<file path="src/sv/brs_pkg.sv">
// brs_pkg: shared types and constants for the branch unit with return stack
// no dependencies; imported by brs_stack_cell, brs_return_stack and the top level
`default_nettype none

package brs_pkg;

   // line action codes
   typedef enum logic [2:0] {
      ACT_END        = 3'd0,
      ACT_CALL       = 3'd1,
      ACT_RET        = 3'd2,
      ACT_GO_ABS     = 3'd3,
      ACT_GO_REL     = 3'd4,
      ACT_SKIP_TRUE  = 3'd5,
      ACT_SKIP_FALSE = 3'd6,
      ACT_NONE       = 3'd7
   } action_type;

   // stack status codes reported with each result
   typedef enum logic [1:0] {
      STAT_OK    = 2'd0,
      STAT_FULL  = 2'd1,
      STAT_EMPTY = 2'd2
   } stack_status_type;

   // configuration register indexes
   localparam logic [0:0] CSR_CODE_BASE   = 1'd0;
   localparam logic [0:0] CSR_LINE_LENGTH = 1'd1;

   localparam int AddrW = 32;

   // command from the branch logic to the stack
   typedef struct packed {
      logic push;
      logic pop;
   } stack_cmd_type;

   // flags from the stack to the branch logic
   typedef struct packed {
      logic full;
      logic empty;
   } stack_flags_type;

endpackage

`default_nettype wire

</file>
<file path="src/sv/brs_stack_cell.sv">
// brs_stack_cell: one entry of the shifting return stack
// depends on brs_pkg
`default_nettype none

module brs_stack_cell (
   input  wire logic                       clock,
   input  wire brs_pkg::stack_cmd_type     cmd,
   input  wire logic [brs_pkg::AddrW-1:0]  above_data,
   input  wire logic [brs_pkg::AddrW-1:0]  below_data,
   output logic      [brs_pkg::AddrW-1:0]  cell_data
);
   import brs_pkg::*;

   logic [AddrW-1:0] data_ff;
   logic [AddrW-1:0] data_in;

   // push takes the entry from above, pop takes the entry from below
   always_comb begin
      data_in = data_ff;
      if (cmd.push) begin
         data_in = above_data;
      end else if (cmd.pop) begin
         data_in = below_data;
      end
   end

   always_ff @(posedge clock) begin
      data_ff <= data_in;
   end

   assign cell_data = data_ff;

endmodule

`default_nettype wire

</file>
<file path="src/sv/brs_return_stack.sv">
// brs_return_stack: row of shifting cells plus a depth counter
// depends on brs_pkg and brs_stack_cell
`default_nettype none

module brs_return_stack #(
   parameter int RETURN_DEPTH = 16
) (
   input  wire logic                       clock,
   input  wire logic                       reset,
   input  wire brs_pkg::stack_cmd_type     cmd,
   input  wire logic [brs_pkg::AddrW-1:0]  push_data,
   output logic      [brs_pkg::AddrW-1:0]  top_data,
   output brs_pkg::stack_flags_type        flags
);
   import brs_pkg::*;

   localparam int DepthW = $clog2(RETURN_DEPTH + 1);
   localparam logic [DepthW-1:0] DepthMax = DepthW'(RETURN_DEPTH);

   logic [AddrW-1:0]  cell_data [RETURN_DEPTH];
   logic [DepthW-1:0] depth_ff;
   logic [DepthW-1:0] depth_in;

   // chain of cells, entry zero is the top of stack
   for (genvar i = 0; i < RETURN_DEPTH; i++) begin : g_cell
      logic [AddrW-1:0] above;
      logic [AddrW-1:0] below;
      if (i == 0) begin : g_head
         assign above = push_data;
      end else begin : g_mid
         assign above = cell_data[i-1];
      end
      if (i == RETURN_DEPTH - 1) begin : g_tail
         assign below = cell_data[i];
      end else begin : g_next
         assign below = cell_data[i+1];
      end
      brs_stack_cell u_cell (
         .clock      (clock),
         .cmd        (cmd),
         .above_data (above),
         .below_data (below),
         .cell_data  (cell_data[i])
      );
   end

   // occupancy counter
   always_comb begin
      depth_in = depth_ff;
      if (cmd.push) begin
         depth_in = depth_ff + DepthW'(1);
      end else if (cmd.pop) begin
         depth_in = depth_ff - DepthW'(1);
      end
   end

   always_ff @(posedge clock) begin
      if (reset) begin
         depth_ff <= '0;
      end else begin
         depth_ff <= depth_in;
      end
   end

   assign top_data    = cell_data[0];
   assign flags.full  = (depth_ff == DepthMax);
   assign flags.empty = (depth_ff == '0);

   // checks
   a_no_push_pop: assert property (@(posedge clock) disable iff (reset)
      !(cmd.push && cmd.pop))
      else $error("push and pop in the same cycle");

   a_no_overflow: assert property (@(posedge clock) disable iff (reset)
      !(cmd.push && flags.full) && !(cmd.pop && flags.empty))
      else $error("stack overflow or underflow");

   a_depth_bound: assert property (@(posedge clock) disable iff (reset)
      depth_ff <= DepthMax)
      else $error("stack depth out of range");

   a_push_top: assert property (@(posedge clock) disable iff (reset)
      cmd.push |=> top_data == $past(push_data))
      else $error("pushed address not on top of stack");

endmodule

`default_nettype wire

</file>
<file path="src/sv/branch_unit_with_return_stack_unit.sv">
// branch_unit_with_return_stack_unit: control-flow unit of a line interpreter
// depends on brs_pkg and brs_return_stack
//
// Usage: one request transaction per program line on req_* carries the action,
// the already advanced address, the line operand and the condition value. One
// response transaction on rsp_* returns the next address, a stop flag and the
// stack status. Calls push the current address onto a return stack built as a
// row of shifting cells; returns pop it. code_base and line_length are written
// through csr_*, index 0 and 1; the user must write them only while the unit is
// idle, which the unit itself does not enforce. The response is registered.
// Throughput: one line per cycle while rsp_ready is high; the address is formed
// by one 9x17 multiply and one 32-bit add; the stack top is always in the first cell.
// Reset: empty stack, code_base 0, line_length 1, no response pending.
// Stall: while rsp_ready is low with a response held, req_ready drops; a new
// request is taken in the same cycle the held response leaves.
`default_nettype none

module branch_unit_with_return_stack_unit #(
   parameter int RETURN_DEPTH = 16
) (
   input  wire logic                       clock,
   input  wire logic                       reset,
   // configuration
   input  wire logic                       csr_write,
   input  wire logic [0:0]                 csr_index,
   input  wire logic [brs_pkg::AddrW-1:0]  csr_data,
   // request
   input  wire logic                       req_valid,
   output logic                            req_ready,
   input  wire logic [2:0]                 req_action,
   input  wire logic [brs_pkg::AddrW-1:0]  req_current_addr,
   input  wire logic [15:0]                req_line_operand,
   input  wire logic signed [31:0]         req_cond_value,
   // response
   output logic                            rsp_valid,
   input  wire logic                       rsp_ready,
   output logic      [brs_pkg::AddrW-1:0]  rsp_next_addr,
   output logic                            rsp_run_stopped,
   output logic      [1:0]                 rsp_stack_status
);
   import brs_pkg::*;

   logic [AddrW-1:0]  code_base_ff;
   logic [7:0]        line_length_ff;
   logic              rsp_valid_ff;
   logic [AddrW-1:0]  next_addr_ff;
   logic [AddrW-1:0]  next_addr_in;
   logic              stopped_ff;
   logic              stopped_in;
   stack_status_type  status_ff;
   stack_status_type  status_in;

   logic              req_fire;
   action_type        action;
   stack_cmd_type     stack_cmd;
   stack_flags_type   stack_flags;
   logic [AddrW-1:0]  stack_top;
   logic              use_base;
   logic              use_sum;
   logic signed [16:0] mul_operand;
   logic signed [25:0] product;
   logic [AddrW-1:0]  offset;
   logic [AddrW-1:0]  sum;

   // configuration registers
   always_ff @(posedge clock) begin
      if (reset) begin
         code_base_ff   <= '0;
         line_length_ff <= 8'd1;
      end else if (csr_write) begin
         unique case (csr_index)
            CSR_CODE_BASE:   code_base_ff   <= csr_data;
            CSR_LINE_LENGTH: line_length_ff <= csr_data[7:0];
            default: ;
         endcase
      end
   end

   assign req_ready = !rsp_valid_ff || rsp_ready;
   assign req_fire  = req_valid && req_ready;
   assign action    = action_type'(req_action);

   // action decode
   always_comb begin
      stack_cmd   = '0;
      use_base    = 1'b0;
      use_sum     = 1'b0;
      mul_operand = '0;
      stopped_in  = 1'b0;
      status_in   = STAT_OK;
      unique case (action)
         ACT_END: begin
            stopped_in = 1'b1;
         end
         ACT_CALL: begin
            if (stack_flags.full) begin
               status_in = STAT_FULL;
            end else begin
               stack_cmd.push = req_fire;
               use_base       = 1'b1;
               use_sum        = 1'b1;
               mul_operand    = $signed({1'b0, req_line_operand});
            end
         end
         ACT_RET: begin
            if (stack_flags.empty) begin
               status_in = STAT_EMPTY;
            end else begin
               stack_cmd.pop = req_fire;
            end
         end
         ACT_GO_ABS: begin
            use_base    = 1'b1;
            use_sum     = 1'b1;
            mul_operand = $signed({1'b0, req_line_operand});
         end
         ACT_GO_REL: begin
            use_sum     = 1'b1;
            mul_operand = $signed({req_line_operand[15], req_line_operand}) - 17'sd1;
         end
         ACT_SKIP_TRUE: begin
            use_sum     = 1'b1;
            mul_operand = (req_cond_value != '0) ? 17'sd1 : 17'sd0;
         end
         ACT_SKIP_FALSE: begin
            use_sum     = 1'b1;
            mul_operand = (req_cond_value == '0) ? 17'sd1 : 17'sd0;
         end
         ACT_NONE: begin
         end
         default: ;
      endcase
   end

   // stride multiply and address add
   assign product = $signed({1'b0, line_length_ff}) * mul_operand;
   assign offset  = {{(AddrW-26){product[25]}}, product};
   assign sum     = (use_base ? code_base_ff : req_current_addr) + offset;

   always_comb begin
      if (stack_cmd.pop) begin
         next_addr_in = stack_top;
      end else if (use_sum) begin
         next_addr_in = sum;
      end else begin
         next_addr_in = req_current_addr;
      end
   end

   brs_return_stack #(
      .RETURN_DEPTH (RETURN_DEPTH)
   ) u_stack (
      .clock     (clock),
      .reset     (reset),
      .cmd       (stack_cmd),
      .push_data (req_current_addr),
      .top_data  (stack_top),
      .flags     (stack_flags)
   );

   // response register
   always_ff @(posedge clock) begin
      if (reset) begin
         rsp_valid_ff <= 1'b0;
      end else if (req_fire) begin
         rsp_valid_ff <= 1'b1;
      end else if (rsp_ready) begin
         rsp_valid_ff <= 1'b0;
      end
   end

   always_ff @(posedge clock) begin
      if (req_fire) begin
         next_addr_ff <= next_addr_in;
         stopped_ff   <= stopped_in;
         status_ff    <= status_in;
      end
   end

   assign rsp_valid        = rsp_valid_ff;
   assign rsp_next_addr    = next_addr_ff;
   assign rsp_run_stopped  = stopped_ff;
   assign rsp_stack_status = status_ff;

   // checks
   a_hold_on_stall: assert property (@(posedge clock) disable iff (reset)
      rsp_valid_ff && !rsp_ready |=> rsp_valid_ff && $stable(next_addr_ff))
      else $error("held response changed under stall");

   a_stop_only_end: assert property (@(posedge clock) disable iff (reset)
      req_fire && action != ACT_END |=> !stopped_ff)
      else $error("stop flag on a non-end action");

   a_stack_cmd_on_fire: assert property (@(posedge clock) disable iff (reset)
      (stack_cmd.push || stack_cmd.pop) |-> req_fire)
      else $error("stack moved without a transaction");

endmodule

`default_nettype wire
</file>
<file path="config.mk">
export PLATFORM = sky130hd
export DESIGN_NAME = branch_unit_with_return_stack_unit
export DESIGN_NICKNAME = d
export VERILOG_FILES = /design/src/sv/brs_pkg.sv /design/src/sv/brs_stack_cell.sv /design/src/sv/brs_return_stack.sv /design/src/sv/branch_unit_with_return_stack_unit.sv
export SDC_FILE = /design/constraint.sdc
export NUM_CORES = 2
export LEC_CHECK = 0
export ABC_AREA = 1
export BUFFER_PORTS_ARGS = -buffer_cell sky130_fd_sc_hd__buf_4
export CAP_MARGIN = 10
export CORE_AREA = 2 2 235 237
export DETAILED_ROUTE_END_ITERATION = 8
export DIE_AREA = 0 0 237 239
export GPL_ROUTABILITY_DRIVEN = 0
export GPL_TIMING_DRIVEN = 0
export PLACE_DENSITY_LB_ADDON = 0.12
export SYNTH_ARGS = -nofsm -noshare
export SYNTH_HDL_FRONTEND = slang
export SYNTH_SLANG_ARGS = --single-unit
</file>
<file path="constraint.sdc">
create_clock -name clock -period 24 [get_ports clock]
set_input_delay 1.2 -clock clock [delete_from_list [all_inputs] [get_ports clock]]
set_output_delay 1.2 -clock clock [all_outputs]
set_load 0.01 [all_outputs]
</file>
==> metrics.txt <==
CTS tree built; DR vias 25000; status finished clean; #FFs+latches synth 593; Gate power share 15.1%; maximum VDD drop 0.0641 mV; clk sinks 593; DR vias/cell 5.52; top cells by area, synth edfxtp_1, nand2_1, fa_1; CP Launch Point req_line_operand[0]; Synth Area in Compound Gates 8.41%; Data required, critical path 24.37 ns; share of the clock period used by the worst path 38.2%; reg2reg start u_stack.depth_ff[1]$_SDFFE_PP0P_; number of global-route vias before repair 25000; die extent in y 239 um; # nets final 4092; DIE WIDTH 237 um; # IOs 158; clock power share 37.1%; Num CTS Buffers 60; Post-synth EDFFs 547; register-to-register setup slack 15.35 ns; sequential power share 47.8%; YS warnings 0; RR Endpoint rsp_next_addr[30]$_DFFE_PP_; Port-buffer cells 156; HPWL Detailed 62300 um; n_diodes 0; Setup WS pre-CTS 14.48 ns; Cells after Synth 3549; largest net degree at the start of global routing 72; storage element area 17300 um2; Max Fclk 109 MHz; final worst slack 14.82 ns; Post-Synth Adder-Cell Area 10.1%; leak pwr 16.1 nW; simple-gate share of the synthesized area 19.5%; Tmin final 9.18 ns; drt first-iter violations 2620; Data arrival, critical path 9.55 ns; Post-CTS Resized 0; Reg clk slew, reported paths 0.06 ns; area of the die 56600 um2; DRT Wirelength 82100 um; core area 54300 um2; worst reg2reg path depth 40; Max stage delay on crit path 0.68 ns; largest area contributor in the netlist edfxtp_1; CP max stage cell fa_1; worst slew pin tran 0.921 ns; GRT overflow 0; Slew Limit Headroom 38.6%; CP endpoint kind flop; share of the synthesized area in the top cell type 51.0%; RSZ-0062 raised after global routing false; CP Class in2reg; power density over the cells 68.4 nW/um2; area of the multi-input gates 12600 um2; Max-cap violations 0; DR DRC count 0; hold depth 2; synthesized cell area 32200 um2; Clock Root Buffer clkbuf_16; Fin Hold WS 0.457 ns; Hold Buf Count CTS 0; Setup Skew 0.0233 ns; Area Growth Syn to Fin 13.2%; count of final hold-check violations 0; Clock Latency Late Sink 0.64 ns; largest family of logic cells by synthesized area simple AND/OR/NAND/NOR gates; HP Class reg2reg; P_sw 0.668 mW; Post-synth top cells nand2_1, edfxtp_1, inv_1; fin. max-slew vios 0; initial antenna violation count 0; CTS Buffer Depth 3; layout cells sized above 1 8.00%; asr flop ratio synth 0%; row count 86; TNS Setup 0 ns; internal power 1.83 mW; gr usage total 29.6%; final setup fails 0; Antenna Nets Post-Route 0; cell with the most instances on the worst path nand2_1; top-count cell post-synth nand2_1; Net Sw Frac 26.8%; routed len/inst 18.1 um; Starting Density 59.3%; ys flop type edfxtp_1; CP Capture Point rsp_next_addr[30]$_DFFE_PP_; multiplexer area fraction after synthesis 0%; first-pass GRT wire length 131000 um; Net Count, Synth 3865; H-tree levels 2; library cells used by synthesis 45; fill count 4327; sequential share of the synthesized area 53.8%; Synth Area in XOR/XNOR 1.06%; post-CTS setup buffers 0; Pre-Repair DR Iteration Count 6; Critical Path Source Type input pin; CP Max Fanout 6; average cell area after synthesis 9.08 um2
final cells by class:
type / instances / share of cell area (%)
Sequential cell: 593 / 47.6
Multi-Input combinational cell: 2351 / 34.5
Inverter: 455 / 4.68
Clock buffer: 78 / 4.53
Timing Repair Buffer: 165 / 3.81
Tap cell: 704 / 2.42
Buffer: 150 / 1.60
Clock inverter: 34 / 0.841
layer usage:
layer / wire length [um] / GRT usage [%]
met3: 6280 / 3.86
met4: 3530 / 12.6
met2: 38700 / 49.4
met5: 0 / 0
met1: 33600 / 39.3
through the flow:
stage          instance area (um2)  utilization, %  instances  total power [mW]
6_report                     36500            67.1       4530              2.49
4_1_cts                      36500            67.1       4530              2.49
5_1_grt                      36500            67.1       4530              2.59
3_3_place_gp                 34300            63.1       4409              1.59
3_5_place_dp                 34500            63.5       4418              1.58
2_1_floorplan                32200               -       3549              1.46
state kept, by name, indices dropped and copies added, names as in the netlist:
signal / count
u_stack.depth_ff: 5
rsp_valid: 1
rsp_next_addr: 32
rsp_run_stopped: 1
line_length_ff: 8
u_stack.g_cell.u_cell.cell_data: 512
code_base_ff: 32
rsp_stack_status: 2
layout by cell type (no fill, tap or decap), types with 10 or more instances in the layout:
| master | n |
|---|---|
| a21oi_1 | 66 |
| a31oi_1 | 20 |
| buf_4 | 156 |
| clkbuf_1 | 143 |
| clkbuf_16 | 63 |
| clkinv_1 | 12 |
| clkinv_2 | 11 |
| dfxtp_1 | 46 |
| edfxtp_1 | 547 |
| fa_1 | 110 |
| ha_1 | 85 |
| inv_1 | 444 |
| nand2_1 | 1298 |
| nand3_1 | 57 |
| nand4_1 | 10 |
| nor2_1 | 191 |
| nor3_1 | 13 |
| nor4_1 | 12 |
| o211ai_1 | 10 |
| o21ai_0 | 364 |
| o21ai_1 | 17 |
| xnor2_1 | 21 |
| xor2_1 | 18 |
worst max-delay path: cells and delay by family:
family,cells,cell delay (ns)
AND/OR/NAND/NOR,23,3.24
buffers and inverters,8,0.83
XOR/XNOR,1,0.44
adder cells (fa/ha/maj),7,3.14
AO/OA/AOI/OAI,2,0.72
how the worst min path moves through the flow:
stage / from / end / slack, ns
after floorplan: u_stack.g_cell[14].u_cell.cell_data[0]$_DFFE_PP_ / u_stack.g_cell[15].u_cell.cell_data[0]$_DFFE_PP_ / 0.43
after global placement: u_stack.g_cell[14].u_cell.cell_data[7]$_DFFE_PP_ / u_stack.g_cell[15].u_cell.cell_data[7]$_DFFE_PP_ / 0.44
after detailed placement: u_stack.g_cell[14].u_cell.cell_data[28]$_DFFE_PP_ / u_stack.g_cell[15].u_cell.cell_data[28]$_DFFE_PP_ / 0.44
after CTS: u_stack.g_cell[14].u_cell.cell_data[14]$_DFFE_PP_ / u_stack.g_cell[15].u_cell.cell_data[14]$_DFFE_PP_ / 0.46
after global routing: u_stack.g_cell[14].u_cell.cell_data[1]$_DFFE_PP_ / u_stack.g_cell[15].u_cell.cell_data[1]$_DFFE_PP_ / 0.47
final: code_base_ff[31]$_SDFFE_PP0P_ / code_base_ff[31]$_SDFFE_PP0P_ / 0.46
cell families after synthesis:
kind of cell	count (synthesis)
fa+ha+maj	195
buf+inv	605
compound gates	510
xor+xnor	39
simple gates	1607
flops	593
power groups by stage:
stage / clock, mW / combinational (mW) / sequential (mW)
6_report: 0.925 / 0.378 / 1.19
3_5_place_dp: 0 / 0.366 / 1.21
5_1_grt: 0.973 / 0.418 / 1.19
3_3_place_gp: 0 / 0.354 / 1.23
2_1_floorplan: 0 / 0.235 / 1.23
4_1_cts: 0.933 / 0.370 / 1.19
Power figures use the tool's default switching activity.
